## src/rtl/assert_macros.svh

```systemverilog
// assertion helpers, clocked on clk and disabled while arst_n is low
`ifndef ASSERT_MACROS_SVH
`define ASSERT_MACROS_SVH

// same-cycle implication
`define ASSERT_SAME(label, ante, cons, msg) \
	label: assert property (@(posedge clk) disable iff (!arst_n) (ante) |-> (cons)) \
		else $error(msg);

// next-cycle implication
`define ASSERT_NEXT(label, ante, cons, msg) \
	label: assert property (@(posedge clk) disable iff (!arst_n) (ante) |=> (cons)) \
		else $error(msg);

`endif

```

## src/rtl/irbm_pkg.sv

```systemverilog
`default_nettype none

package irbm_pkg;

	localparam int BYTE_W     = 8;
	localparam int TICK_W     = 16;
	localparam int POLL_W     = 8;
	localparam int BIT_W      = 4;
	localparam int STAGE_W    = 2;
	localparam int CFG_IDX_W  = 1;
	localparam int CFG_DATA_W = 16;

	// register indexes of the configuration port
	localparam logic [CFG_IDX_W-1:0] CFG_ACK_POLL_LIMIT = 1'b0;
	localparam logic [CFG_IDX_W-1:0] CFG_PHASE_TICKS    = 1'b1;

	localparam logic [POLL_W-1:0] ACK_POLL_RESET    = 8'd200;
	localparam logic [TICK_W-1:0] PHASE_TICKS_RESET = 16'd1;

	localparam logic [BIT_W-1:0] BITS_PER_BYTE = 4'd8;

	// which byte of the transfer is in flight
	localparam logic [STAGE_W-1:0] STAGE_DEV  = 2'd0;
	localparam logic [STAGE_W-1:0] STAGE_REG  = 2'd1;
	localparam logic [STAGE_W-1:0] STAGE_DATA = 2'd2;
	localparam logic [STAGE_W-1:0] STAGE_READ = 2'd3;

	localparam logic OP_WRITE = 1'b0;
	localparam logic OP_READ  = 1'b1;

	typedef struct packed {
		logic              op;
		logic              start_req;
		logic [BYTE_W-1:0] dev_addr;
		logic [BYTE_W-1:0] reg_addr;
		logic [BYTE_W-1:0] wr_data;
		logic              sda_in;
	} in_item_t;

	typedef struct packed {
		logic              op;
		logic [BYTE_W-1:0] dev_addr;
		logic [BYTE_W-1:0] reg_addr;
		logic [BYTE_W-1:0] wr_data;
	} request_t;

endpackage

`default_nettype wire

```

## src/rtl/irbm_in_if.sv

```systemverilog
`default_nettype none

interface irbm_in_if;
	logic                        valid;
	logic                        ready;
	logic                        op;
	logic                        start_req;
	logic [irbm_pkg::BYTE_W-1:0] dev_addr;
	logic [irbm_pkg::BYTE_W-1:0] reg_addr;
	logic [irbm_pkg::BYTE_W-1:0] wr_data;
	logic                        sda_in;

	modport source (output valid, op, start_req, dev_addr, reg_addr, wr_data, sda_in,
		input ready);
	modport sink (input valid, op, start_req, dev_addr, reg_addr, wr_data, sda_in,
		output ready);
endinterface

`default_nettype wire

```

## src/rtl/irbm_out_if.sv

```systemverilog
`default_nettype none

interface irbm_out_if;
	logic                        valid;
	logic                        ready;
	logic                        scl_level;
	logic                        sda_pull_low;
	logic                        busy_res;
	logic                        done_res;
	logic [irbm_pkg::BYTE_W-1:0] read_byte;
	logic                        ack_error;

	modport source (output valid, scl_level, sda_pull_low, busy_res, done_res, read_byte,
		ack_error, input ready);
	modport sink (input valid, scl_level, sda_pull_low, busy_res, done_res, read_byte,
		ack_error, output ready);
endinterface

`default_nettype wire

```

## src/rtl/irbm_cfg_if.sv

```systemverilog
`default_nettype none

interface irbm_cfg_if;
	logic                            valid;
	logic                            ready;
	logic [irbm_pkg::CFG_IDX_W-1:0]  index;
	logic [irbm_pkg::CFG_DATA_W-1:0] data;

	modport source (output valid, index, data, input ready);
	modport sink (input valid, index, data, output ready);
endinterface

`default_nettype wire

```

## src/rtl/i2c_register_byte_master_top.sv

```systemverilog
// channel   dir  payload
// in_ch     in   op, start_req, dev_addr, reg_addr, wr_data, sda_in
// out_ch    out  scl_level, sda_pull_low, busy_res, done_res, read_byte, ack_error
// cfg_ch    in   index (0 ack_poll_limit, 1 phase_ticks), data
//
// each tick item gives one result item on its way through the input register,
// then the sequencer step into the result register
// one tick item is taken per cycle while the result is not stalled; the sequencer state is the only loop
// arst_n clears the sequencer to idle and loads the register reset values
// a stalled result holds the input register, which then holds off in_ch
`default_nettype none
`include "assert_macros.svh"

module i2c_register_byte_master_top (
	input  wire logic    clk,
	input  wire logic    arst_n,
	irbm_in_if.sink      in_ch,
	irbm_out_if.source   out_ch,
	irbm_cfg_if.sink     cfg_ch
);

	typedef enum logic [4:0] {
		PH_IDLE = 5'd0,
		PH_ST1  = 5'd1,
		PH_ST2  = 5'd2,
		PH_ST3  = 5'd3,
		PH_WL   = 5'd4,
		PH_WH   = 5'd5,
		PH_AL   = 5'd6,
		PH_AH   = 5'd7,
		PH_AK   = 5'd8,
		PH_RS0  = 5'd9,
		PH_RL   = 5'd10,
		PH_RH   = 5'd11,
		PH_NL   = 5'd12,
		PH_NH   = 5'd13,
		PH_SP0  = 5'd14,
		PH_SP1  = 5'd15,
		PH_SP2  = 5'd16
	} phase_t;

	// configuration
	logic [irbm_pkg::POLL_W-1:0] poll_limit_q;
	logic [irbm_pkg::TICK_W-1:0] phase_ticks_q;

	// input stage
	irbm_pkg::in_item_t item_s1;
	logic               item_valid_s1;

	// sequencer state
	phase_t                       phase_q, phase_n;
	logic [irbm_pkg::TICK_W-1:0]  tick_q, tick_n;
	logic [irbm_pkg::BIT_W-1:0]   bit_q, bit_n;
	logic [irbm_pkg::BYTE_W-1:0]  shift_q, shift_n;
	logic [irbm_pkg::POLL_W-1:0]  poll_q, poll_n;
	logic [irbm_pkg::STAGE_W-1:0] stage_q, stage_n;
	irbm_pkg::request_t           req_q, req_n;
	logic [irbm_pkg::BYTE_W-1:0]  rx_q, rx_n;
	logic                         err_q, err_n;
	logic                         done_n;
	logic                         scl_n, pull_n;

	// result register
	logic                        out_valid_q;
	logic                        scl_q, pull_q, busy_q, done_q, err_out_q;
	logic [irbm_pkg::BYTE_W-1:0] rx_out_q;

	logic                         advance;
	logic [irbm_pkg::TICK_W:0]    tick_inc;
	logic                         elapsed;
	logic [irbm_pkg::TICK_W-1:0]  tick_adv;
	logic [irbm_pkg::BIT_W-1:0]   bit_inc;

	assign advance      = item_valid_s1 && (!out_valid_q || out_ch.ready);
	assign in_ch.ready  = !item_valid_s1 || advance;
	assign cfg_ch.ready = 1'b1;

	assign tick_inc = {1'b0, tick_q} + {{irbm_pkg::TICK_W{1'b0}}, 1'b1};
	assign elapsed  = tick_inc >= {1'b0, phase_ticks_q};
	assign tick_adv = elapsed ? '0 : tick_inc[irbm_pkg::TICK_W-1:0];
	assign bit_inc  = bit_q + {{(irbm_pkg::BIT_W-1){1'b0}}, 1'b1};

	always_comb begin
		phase_n = phase_q;
		tick_n  = tick_q;
		bit_n   = bit_q;
		shift_n = shift_q;
		poll_n  = poll_q;
		stage_n = stage_q;
		req_n   = req_q;
		rx_n    = rx_q;
		err_n   = err_q;
		done_n  = 1'b0;
		case (phase_q)
			PH_IDLE: begin
				if (item_s1.start_req) begin
					req_n.op       = item_s1.op;
					req_n.dev_addr = item_s1.dev_addr;
					req_n.reg_addr = item_s1.reg_addr;
					req_n.wr_data  = item_s1.wr_data;
					err_n   = 1'b0;
					stage_n = irbm_pkg::STAGE_DEV;
					phase_n = PH_ST1;
					tick_n  = '0;
				end
			end
			PH_ST1: begin
				tick_n = tick_adv;
				if (elapsed) phase_n = PH_ST2;
			end
			PH_ST2: begin
				tick_n = tick_adv;
				if (elapsed) phase_n = PH_ST3;
			end
			PH_ST3: begin
				tick_n = tick_adv;
				if (elapsed) begin
					// write direction on the first device byte, read after repeated start
					shift_n = {req_q.dev_addr[irbm_pkg::BYTE_W-1:1],
						stage_q != irbm_pkg::STAGE_DEV};
					bit_n   = '0;
					phase_n = PH_WL;
				end
			end
			PH_WL: begin
				tick_n = tick_adv;
				if (elapsed) phase_n = PH_WH;
			end
			PH_WH: begin
				tick_n = tick_adv;
				if (elapsed) begin
					bit_n = bit_inc;
					if (bit_inc >= irbm_pkg::BITS_PER_BYTE) begin
						phase_n = PH_AL;
					end else begin
						shift_n = {shift_q[irbm_pkg::BYTE_W-2:0], 1'b0};
						phase_n = PH_WL;
					end
				end
			end
			PH_AL: begin
				tick_n = tick_adv;
				if (elapsed) begin
					poll_n  = '0;
					phase_n = PH_AH;
				end
			end
			PH_AH: begin
				if (!item_s1.sda_in) begin
					phase_n = PH_AK;
					tick_n  = '0;
				end else if (poll_q >= poll_limit_q) begin
					err_n   = 1'b1;
					phase_n = PH_SP0;
					tick_n  = '0;
				end else begin
					poll_n = poll_q + {{(irbm_pkg::POLL_W-1){1'b0}}, 1'b1};
				end
			end
			PH_AK: begin
				tick_n = tick_adv;
				if (elapsed) begin
					case (stage_q)
						irbm_pkg::STAGE_DEV: begin
							stage_n = irbm_pkg::STAGE_REG;
							shift_n = req_q.reg_addr;
							bit_n   = '0;
							phase_n = PH_WL;
						end
						irbm_pkg::STAGE_REG: begin
							stage_n = irbm_pkg::STAGE_DATA;
							if (req_q.op == irbm_pkg::OP_WRITE) begin
								shift_n = req_q.wr_data;
								bit_n   = '0;
								phase_n = PH_WL;
							end else begin
								phase_n = PH_RS0;
							end
						end
						default: begin
							if (req_q.op == irbm_pkg::OP_WRITE) begin
								phase_n = PH_SP0;
							end else begin
								stage_n = irbm_pkg::STAGE_READ;
								shift_n = '0;
								bit_n   = '0;
								phase_n = PH_RL;
							end
						end
					endcase
				end
			end
			PH_RS0: begin
				tick_n = tick_adv;
				if (elapsed) phase_n = PH_ST1;
			end
			PH_RL: begin
				tick_n = tick_adv;
				if (elapsed) phase_n = PH_RH;
			end
			PH_RH: begin
				tick_n = tick_adv;
				if (elapsed) begin
					shift_n = {shift_q[irbm_pkg::BYTE_W-2:0], item_s1.sda_in};
					bit_n   = bit_inc;
					if (bit_inc >= irbm_pkg::BITS_PER_BYTE) begin
						rx_n    = {shift_q[irbm_pkg::BYTE_W-2:0], item_s1.sda_in};
						phase_n = PH_NL;
					end else begin
						phase_n = PH_RL;
					end
				end
			end
			PH_NL: begin
				tick_n = tick_adv;
				if (elapsed) phase_n = PH_NH;
			end
			PH_NH: begin
				tick_n = tick_adv;
				if (elapsed) phase_n = PH_SP0;
			end
			PH_SP0: begin
				tick_n = tick_adv;
				if (elapsed) phase_n = PH_SP1;
			end
			PH_SP1: begin
				tick_n = tick_adv;
				if (elapsed) phase_n = PH_SP2;
			end
			PH_SP2: begin
				tick_n = tick_adv;
				if (elapsed) begin
					phase_n = PH_IDLE;
					done_n  = 1'b1;
				end
			end
			default: begin
				phase_n = PH_IDLE;
				tick_n  = '0;
			end
		endcase
	end

	// line levels for the phase just entered
	always_comb begin
		case (phase_n)
			PH_ST3: begin
				scl_n  = 1'b0;
				pull_n = 1'b1;
			end
			PH_ST2: begin
				scl_n  = 1'b1;
				pull_n = 1'b1;
			end
			PH_WL: begin
				scl_n  = 1'b0;
				pull_n = !shift_n[irbm_pkg::BYTE_W-1];
			end
			PH_WH: begin
				scl_n  = 1'b1;
				pull_n = !shift_n[irbm_pkg::BYTE_W-1];
			end
			PH_AL, PH_AK, PH_RS0, PH_RL, PH_NL: begin
				scl_n  = 1'b0;
				pull_n = 1'b0;
			end
			PH_SP0: begin
				scl_n  = 1'b0;
				pull_n = 1'b1;
			end
			PH_SP1: begin
				scl_n  = 1'b1;
				pull_n = 1'b1;
			end
			default: begin
				scl_n  = 1'b1;
				pull_n = 1'b0;
			end
		endcase
	end

	always_ff @(posedge clk or negedge arst_n) begin
		if (!arst_n) begin
			poll_limit_q  <= irbm_pkg::ACK_POLL_RESET;
			phase_ticks_q <= irbm_pkg::PHASE_TICKS_RESET;
			item_valid_s1 <= 1'b0;
			out_valid_q   <= 1'b0;
			phase_q       <= PH_IDLE;
			tick_q        <= '0;
			bit_q         <= '0;
			shift_q       <= '0;
			poll_q        <= '0;
			stage_q       <= irbm_pkg::STAGE_DEV;
			req_q         <= '0;
			rx_q          <= '0;
			err_q         <= 1'b0;
		end else begin
			if (cfg_ch.valid) begin
				case (cfg_ch.index)
					irbm_pkg::CFG_ACK_POLL_LIMIT: poll_limit_q <= cfg_ch.data[irbm_pkg::POLL_W-1:0];
					irbm_pkg::CFG_PHASE_TICKS:    phase_ticks_q <= cfg_ch.data;
					default: ;
				endcase
			end
			if (in_ch.ready) item_valid_s1 <= in_ch.valid;
			if (advance) begin
				out_valid_q <= 1'b1;
			end else if (out_ch.ready) begin
				out_valid_q <= 1'b0;
			end
			if (advance) begin
				phase_q <= phase_n;
				tick_q  <= tick_n;
				bit_q   <= bit_n;
				shift_q <= shift_n;
				poll_q  <= poll_n;
				stage_q <= stage_n;
				req_q   <= req_n;
				rx_q    <= rx_n;
				err_q   <= err_n;
			end
		end
	end

	always_ff @(posedge clk) begin
		if (in_ch.ready && in_ch.valid) begin
			item_s1.op        <= in_ch.op;
			item_s1.start_req <= in_ch.start_req;
			item_s1.dev_addr  <= in_ch.dev_addr;
			item_s1.reg_addr  <= in_ch.reg_addr;
			item_s1.wr_data   <= in_ch.wr_data;
			item_s1.sda_in    <= in_ch.sda_in;
		end
		if (advance) begin
			scl_q     <= scl_n;
			pull_q    <= pull_n;
			busy_q    <= phase_n != PH_IDLE;
			done_q    <= done_n;
			rx_out_q  <= rx_n;
			err_out_q <= err_n;
		end
	end

	assign out_ch.valid        = out_valid_q;
	assign out_ch.scl_level    = scl_q;
	assign out_ch.sda_pull_low = pull_q;
	assign out_ch.busy_res     = busy_q;
	assign out_ch.done_res     = done_q;
	assign out_ch.read_byte    = rx_out_q;
	assign out_ch.ack_error    = err_out_q;

	`ASSERT_SAME(a_done_not_busy, out_valid_q && done_q, !busy_q, "done item shows busy")
	`ASSERT_SAME(a_idle_tick_zero, phase_q == PH_IDLE, tick_q == '0, "tick count live in idle")
	`ASSERT_SAME(a_bit_range, 1'b1, bit_q <= irbm_pkg::BITS_PER_BYTE, "bit count past a byte")
	`ASSERT_SAME(a_stall_holds_input, item_valid_s1 && out_valid_q && !out_ch.ready,
		!in_ch.ready, "input taken while result stalled")
	`ASSERT_NEXT(a_accept_fills, in_ch.valid && in_ch.ready, item_valid_s1,
		"accepted item lost from input register")

endmodule

`default_nettype wire
```

## src/flat_wrapper.sv

```systemverilog
// flat-port wrapper written by rule: the top's interface ports become plain ports
module i2c_register_byte_master_top_flat 
  (clk, arst_n, in_ch_valid, in_ch_op, in_ch_start_req, in_ch_dev_addr, in_ch_reg_addr, in_ch_wr_data, in_ch_sda_in, in_ch_ready, out_ch_valid, out_ch_scl_level, out_ch_sda_pull_low, out_ch_busy_res, out_ch_done_res, out_ch_read_byte, out_ch_ack_error, out_ch_ready, cfg_ch_valid, cfg_ch_index, cfg_ch_data, cfg_ch_ready);
  irbm_in_if in_ch_i ();
  irbm_out_if out_ch_i ();
  irbm_cfg_if cfg_ch_i ();
  input  wire logic clk;
  input  wire logic arst_n;
  input wire logic [$bits(in_ch_i.valid)-1:0] in_ch_valid;
  input wire logic [$bits(in_ch_i.op)-1:0] in_ch_op;
  input wire logic [$bits(in_ch_i.start_req)-1:0] in_ch_start_req;
  input wire logic [$bits(in_ch_i.dev_addr)-1:0] in_ch_dev_addr;
  input wire logic [$bits(in_ch_i.reg_addr)-1:0] in_ch_reg_addr;
  input wire logic [$bits(in_ch_i.wr_data)-1:0] in_ch_wr_data;
  input wire logic [$bits(in_ch_i.sda_in)-1:0] in_ch_sda_in;
  output wire logic [$bits(in_ch_i.ready)-1:0] in_ch_ready;
  output wire logic [$bits(out_ch_i.valid)-1:0] out_ch_valid;
  output wire logic [$bits(out_ch_i.scl_level)-1:0] out_ch_scl_level;
  output wire logic [$bits(out_ch_i.sda_pull_low)-1:0] out_ch_sda_pull_low;
  output wire logic [$bits(out_ch_i.busy_res)-1:0] out_ch_busy_res;
  output wire logic [$bits(out_ch_i.done_res)-1:0] out_ch_done_res;
  output wire logic [$bits(out_ch_i.read_byte)-1:0] out_ch_read_byte;
  output wire logic [$bits(out_ch_i.ack_error)-1:0] out_ch_ack_error;
  input wire logic [$bits(out_ch_i.ready)-1:0] out_ch_ready;
  input wire logic [$bits(cfg_ch_i.valid)-1:0] cfg_ch_valid;
  input wire logic [$bits(cfg_ch_i.index)-1:0] cfg_ch_index;
  input wire logic [$bits(cfg_ch_i.data)-1:0] cfg_ch_data;
  output wire logic [$bits(cfg_ch_i.ready)-1:0] cfg_ch_ready;
  assign in_ch_i.valid = in_ch_valid;
  assign in_ch_i.op = in_ch_op;
  assign in_ch_i.start_req = in_ch_start_req;
  assign in_ch_i.dev_addr = in_ch_dev_addr;
  assign in_ch_i.reg_addr = in_ch_reg_addr;
  assign in_ch_i.wr_data = in_ch_wr_data;
  assign in_ch_i.sda_in = in_ch_sda_in;
  assign in_ch_ready = in_ch_i.ready;
  assign out_ch_valid = out_ch_i.valid;
  assign out_ch_scl_level = out_ch_i.scl_level;
  assign out_ch_sda_pull_low = out_ch_i.sda_pull_low;
  assign out_ch_busy_res = out_ch_i.busy_res;
  assign out_ch_done_res = out_ch_i.done_res;
  assign out_ch_read_byte = out_ch_i.read_byte;
  assign out_ch_ack_error = out_ch_i.ack_error;
  assign out_ch_i.ready = out_ch_ready;
  assign cfg_ch_i.valid = cfg_ch_valid;
  assign cfg_ch_i.index = cfg_ch_index;
  assign cfg_ch_i.data = cfg_ch_data;
  assign cfg_ch_ready = cfg_ch_i.ready;
  i2c_register_byte_master_top u_core (.clk(clk), .arst_n(arst_n), .in_ch(in_ch_i), .out_ch(out_ch_i), .cfg_ch(cfg_ch_i));
endmodule
```

## config.mk

```make
export PLATFORM = sky130hd
export DESIGN_NAME = i2c_register_byte_master_top_flat
export DESIGN_NICKNAME = d
export VERILOG_FILES = /design/src/rtl/irbm_pkg.sv /design/src/rtl/irbm_in_if.sv /design/src/rtl/irbm_out_if.sv /design/src/rtl/irbm_cfg_if.sv /design/src/rtl/i2c_register_byte_master_top.sv /design/src/flat_wrapper.sv
export VERILOG_INCLUDE_DIRS = /design/src /design/src/rtl
export SDC_FILE = /design/constraint.sdc
export NUM_CORES = 1
export LEC_CHECK = 0
export ABC_CLOCK_PERIOD_IN_PS = 8400
export BUFFER_PORTS_ARGS = -buffer_cell sky130_fd_sc_hd__buf_4
export CAP_MARGIN = 20
export CORE_ASPECT_RATIO = 2
export CORE_MARGIN = 4
export CORE_UTILIZATION = 40
export CTS_CLUSTER_SIZE = 20
export DETAILED_ROUTE_END_ITERATION = 6
export PLACE_DENSITY_LB_ADDON = 0.1
export SYNTH_ARGS = -nofsm -noshare
export SYNTH_HDL_FRONTEND = slang
export SYNTH_SLANG_ARGS = --single-unit
```

## constraint.sdc

```tcl
create_clock -name clk -period 8.4 [get_ports clk]
set_input_delay 2.52 -clock clk [delete_from_list [all_inputs] [get_ports clk]]
set_output_delay 2.52 -clock clk [all_outputs]
set_load 0.005 [all_outputs]
```

# After elaboration in Yosys (flattened, before gate mapping)
# Index checks and enable logic that the tools add are counted.
[classes]
addsub = 3
magnitude_cmp = 3
n_eq_ne = 41
muxes = 66
bitwise_logic = 1
n_reduce_logical = 29
[op_table]
columns = ["operator", "n"]
rows = [
  ["$mux W8", 13],
  ["$mux W5", 18],
  ["$pmux W5 S17", 1],
  ["$eq A5 B4 Y1 const B", 14],
  ["$mux W16", 4],
  ["$pmux W16 S3", 1],
  ["$eq A5 B3 Y1 const B", 7],
  ["$pmux W8 S2", 2],
  ["$pmux W8 S4", 1],
  ["$mux W4", 6],
  ["$eq A5 B2 Y1 const B", 4],
  ["$add A16 B1 Y17 const B", 1],
  ["$ge A17 B16 Y1", 1],
  ["$ne A2 B1 Y1 const B", 8],
  ["$reduce_or A15 Y1", 1],
  ["$pmux W4 S3", 1],
  ["$pmux W5 S2", 1],
  ["$reduce_and A5 Y1", 2],
  ["$reduce_and A9 Y1", 1],
  ["$add A8 B1 Y8 const B", 1],
  ["$ge A8 B8 Y1", 1],
  ["$mux W2", 4],
  ["$pmux W2 S2", 2],
  ["$pmux W4 S2", 1],
  ["27 further kinds", 47],
]
[totals]
regBits = 143
inputBits = 49
output_inout_bits = 16
elab_cells = 172

# Depth between registers and ports, before layout
[depth]
word_depth = 8
depth_mapped = 18
mapped_depth_nobuf = 15

# Least setup slack after synthesis
# Ideal clock, no wire load.
[synth_path]
path_kind = "input -> output"
startpoint = "in out_ch_ready"
endpoint = "out in_ch_ready"
arrival_ps = 2694
required_ps = 5880
path_slack_ps = 3186
path_stages = 1
n_path_buf = 0
cell_sequence = "nand3b_1"
[synth_via]
elab_chain_cells = 3
[synth_lines]
columns = ["item", "line_no", "source"]
rows = [
  ["start: declaration", "flat_wrapper.sv:24", "input wire logic [$bits(out_ch_i.ready)-1:0] out_ch_ready;"],
  ["$logic_or A1 B1 Y1", "i2c_register_byte_master_top.sv:74", "assign advance = item_valid_s1 && (!out_valid_q || out_ch.ready);"],
  ["$logic_and A1 B1 Y1", "i2c_register_byte_master_top.sv:74", ""],
  ["$logic_or A1 B1 Y1", "i2c_register_byte_master_top.sv:75", "assign in_ch.ready = !item_valid_s1 || advance;"],
  ["end: declaration", "flat_wrapper.sv:16", "output wire logic [$bits(in_ch_i.ready)-1:0] in_ch_ready;"],
]
# Every way passes these cells.

# Worst setup path in the final report
# Same ends and word-level chain as after synthesis.

==> results.md <==
| Metric | This run |
| --- | --- |
| Run status | finished, final reports clean |
| Clock Skews | 0.00469 ns |
| Maximum clock rate | 182 MHz |
| Library cell occupying the most area in the post-synthesis netlist | dfrtp_1 |
| Crit-path cells | buf_4, nand3b_1, buf_4 |
| Final HPWL DP | 12700 um |
| Synthesized area per cell | 11.2 um2 |
| Die width | 103 um |
| Initial core utilization | 0.407 |
| Max stage delay on crit path | 0.18 ns |
| Initial antenna violation count | 0 |
| TritonCTS clock tree | yes |
| Hold violation total from the final report | 0 |
| Area Growth Syn to Fin | 16.7% |
| Placement Rows | 69 |
| Antenna Nets Post-Route | 0 |
| Cts hold-fix bufs | 0 |
| Clock-pin slew on the worst setup and hold paths | 0.06 ns |
| Final Routed Wirelength | 16900 um |
| Startpoint class of the critical path | primary input |
| Clock latency on the worst-skew pair | 0.42 ns |
| Vias per inst | 5.47 |
| Worst Tran Pin Value | 0.973 ns |
| Filler cell count | 1612 |
| Crit path required time | 5.88 ns |
| Drt drc | 0 |
| Seq cells post-synth | 141 |
| Vias in the first global route | 5393 |
| Setup slack on the worst flop-to-flop path | 3.75 ns |
| Primary flip-flop cell chosen by synthesis mapping | dfrtp_1 |
| Total Power | 1960 uW |
| Number of nets in the layout | 777 |
| Largest net degree at the start of global routing | 67 |
| Peak supply drop | 0.000130 V |
| Total track usage | 0.178 |
| Critical path fanouts, max | 3 |
| Type of destination of the critical path | primary output |
| Type of the worst setup path | primary input to primary output |
| Y dimension of the die | 198 um |
| Leakage power | 0.00370 uW |
| Last weighted congestion value of the routability-driven placer | 0.839 |
| Count of buffers from port buffering | 62 |
| Count of different cell masters after synthesis | 80 |
| Final count of negative-setup-slack endpoints | 0 |
| Final Slew Violations | 0 |
| Worst Setup SP | out_ch_ready |
| Remaining Overflow, GRT | 0 |
| Post-synth net total | 721 |
| Number of buffers created by CTS | 17 |
| Number of detailed-route iterations in the first pass | 4 |
| Total negative slack | 0 ns |
| Worst endpoint data arrival time | 2.97 ns |
| Area of the mapped netlist | 0.00719 mm2 |
| Final routed wire length divided by cell count | 18.2 um |
| Max_slew headroom | 0.350 |
| Path category of the worst min-delay check | flip-flop to flip-flop |
| Commonest cells in the netlist | dfrtp_1, nand2_1, o21ai_0, mux2_2, edfxtp_1 |
| Fraction of post-synthesis cell area in the top cell type by area | 0.341 |
| Placeable core region | 0.0177 mm2 |
| Layout cell share with drive strength beyond 1 | 0.254 |
| Floorplan die area | 0.0203 mm2 |
| Register area share after synthesis | 0.518 |
| Num Clock Sinks | 141 |
| Global-route wire length before repair | 27500 um |
| Most frequent cell on the critical path | buf_4 |
| Maximum buffer depth of the clock tree | 2 |
| Crit-path slowest cell | nand3b_1 |
| Total inserted antenna cells | 0 |
| Library cell used as clock root buffer | clkbuf_16 |
| Period utilization | 0.654 |
| Source of the worst register-to-register timing path | u_core.tick_q[2] |
| IO Count | 65 |
| Setup repair after global routing missed its margin | no |
| Origin of the worst min-delay path | u_core.item_s1[9] |
| Share of synthesized registers carrying an async set or reset | 0.723 |
| Number of synthesized flops with an enable pin | 39 |
| Synthesized instance count | 645 |
| H-Tree Level Count | 4 |
| Via count of the routed design | 5070 |
| Synthesis Warnings | 0 |
| Number of design-rule violations left by the first detailed-router iteration | 239 |
| Worst slack on hold paths | 0.474 ns |
| Biggest area contributors in the synthesized netlist | dfrtp_1, edfxtp_1, mux2_2, ha_1, o21ai_0 |
| # Post-CTS Setup Buffers | 0 |
| Dominant cell by count in the synthesized netlist | dfrtp_1 |
| Power density relative to cell area | 233 mW/mm2 |
| Shortest clock period the worst path allows after layout | 5.49 ns |
| Total of cells resized after clock tree synthesis | 0 |
| Max-cap viol count | 0 |
per-stage QoR:
stage	util	worst slack [ns]	cell area [um2]	std cells
6_report	0.474	2.91	8400	927
5_1_grt	0.474	2.88	8400	927
4_1_cts	0.474	2.90	8400	927
3_5_place_dp	0.442	2.90	7820	895
3_3_place_gp	0.442	2.92	7820	895
2_1_floorplan	-	3.19	7190	645
layer usage:
metal  share of wire  track usage  wire length [um]
met5               0            0                 0
met2            0.59        0.342              9990
met4           0.038       0.0941               637
met1            0.35        0.174              5910
met3           0.020       0.0283               344
report_power, final:
group / total (uW) / internal, uW / switching, uW / leakage, uW
clock network: 730 / 436 / 293 / 0.000274
logic: 341 / 169 / 172 / 0.00174
registers: 885 / 809 / 76.0 / 0.00168
total: 1960 / 1410 / 541 / 0.00370
layout make-up:
type	count	area, um2	share of cell area
clock buffers	18	429	0.0511
clock inverters	14	145	0.0173
inverters	34	128	0.0152
multi-input cells	440	3200	0.381
flip-flops and latches	141	3730	0.444
well taps	213	267	0.0317
repair buffers	67	503	0.0599
final timing paths:
kind	endpoint	cells after the start
hold reg to reg	u_core.req_q[8]	1
hold / removal	u_core.req_q[8]	1
setup / recovery	in_ch_ready	3
max in group asynchronous	u_core.poll_q[3]	2
min in group asynchronous	u_core.phase_ticks_q[10]	1
setup reg to reg	u_core.tick_q[0]	14
cell families after synthesis:
family                     Yosys count  synth area share
DFF                                141             0.518
muxes                               60            0.0976
other                                1          0.000521
AOI/OAI and AO/OA                  143             0.135
xor gates and xnor gates            16            0.0195
buffers and inverters               64            0.0384
and+or+nand+nor                    193             0.143
adders and majority gates           27            0.0470
state kept, by name (all words and copies together) (netlist names), 5 cells and up:
register                 count
u_core.poll_q                8
u_core.phase_ticks_q        16
u_core.out_ch.read_byte      8
u_core.poll_limit_q          8
u_core.tick_q               16
u_core.item_s1              26
u_core.shift_q               8
u_core.rx_q                  8
u_core.req_q                24
u_core.phase_q               5
critical path: cells and delay by family:
family / cells / cell delay, ns
simple gates: 1 / 0.18
buf+inv: 2 / 0.27
cells in the final DEF, fill, tap and decap left out, types with 17 or more instances in the layout:
cell type | synthesis | layout
clkbuf_16 | 0 | 17
nand3_1 | 25 | 25
inv_1 | 33 | 33
nor2_1 | 33 | 33
ha_1 | 27 | 27
mux2_2 | 49 | 49
dfrtp_1 | 98 | 98
o21ai_0 | 58 | 58
edfxtp_1 | 39 | 39
nand2_1 | 60 | 60
buf_4 | 2 | 67
o31ai_1 | 17 | 17
Power figures use the tool's default switching activity.
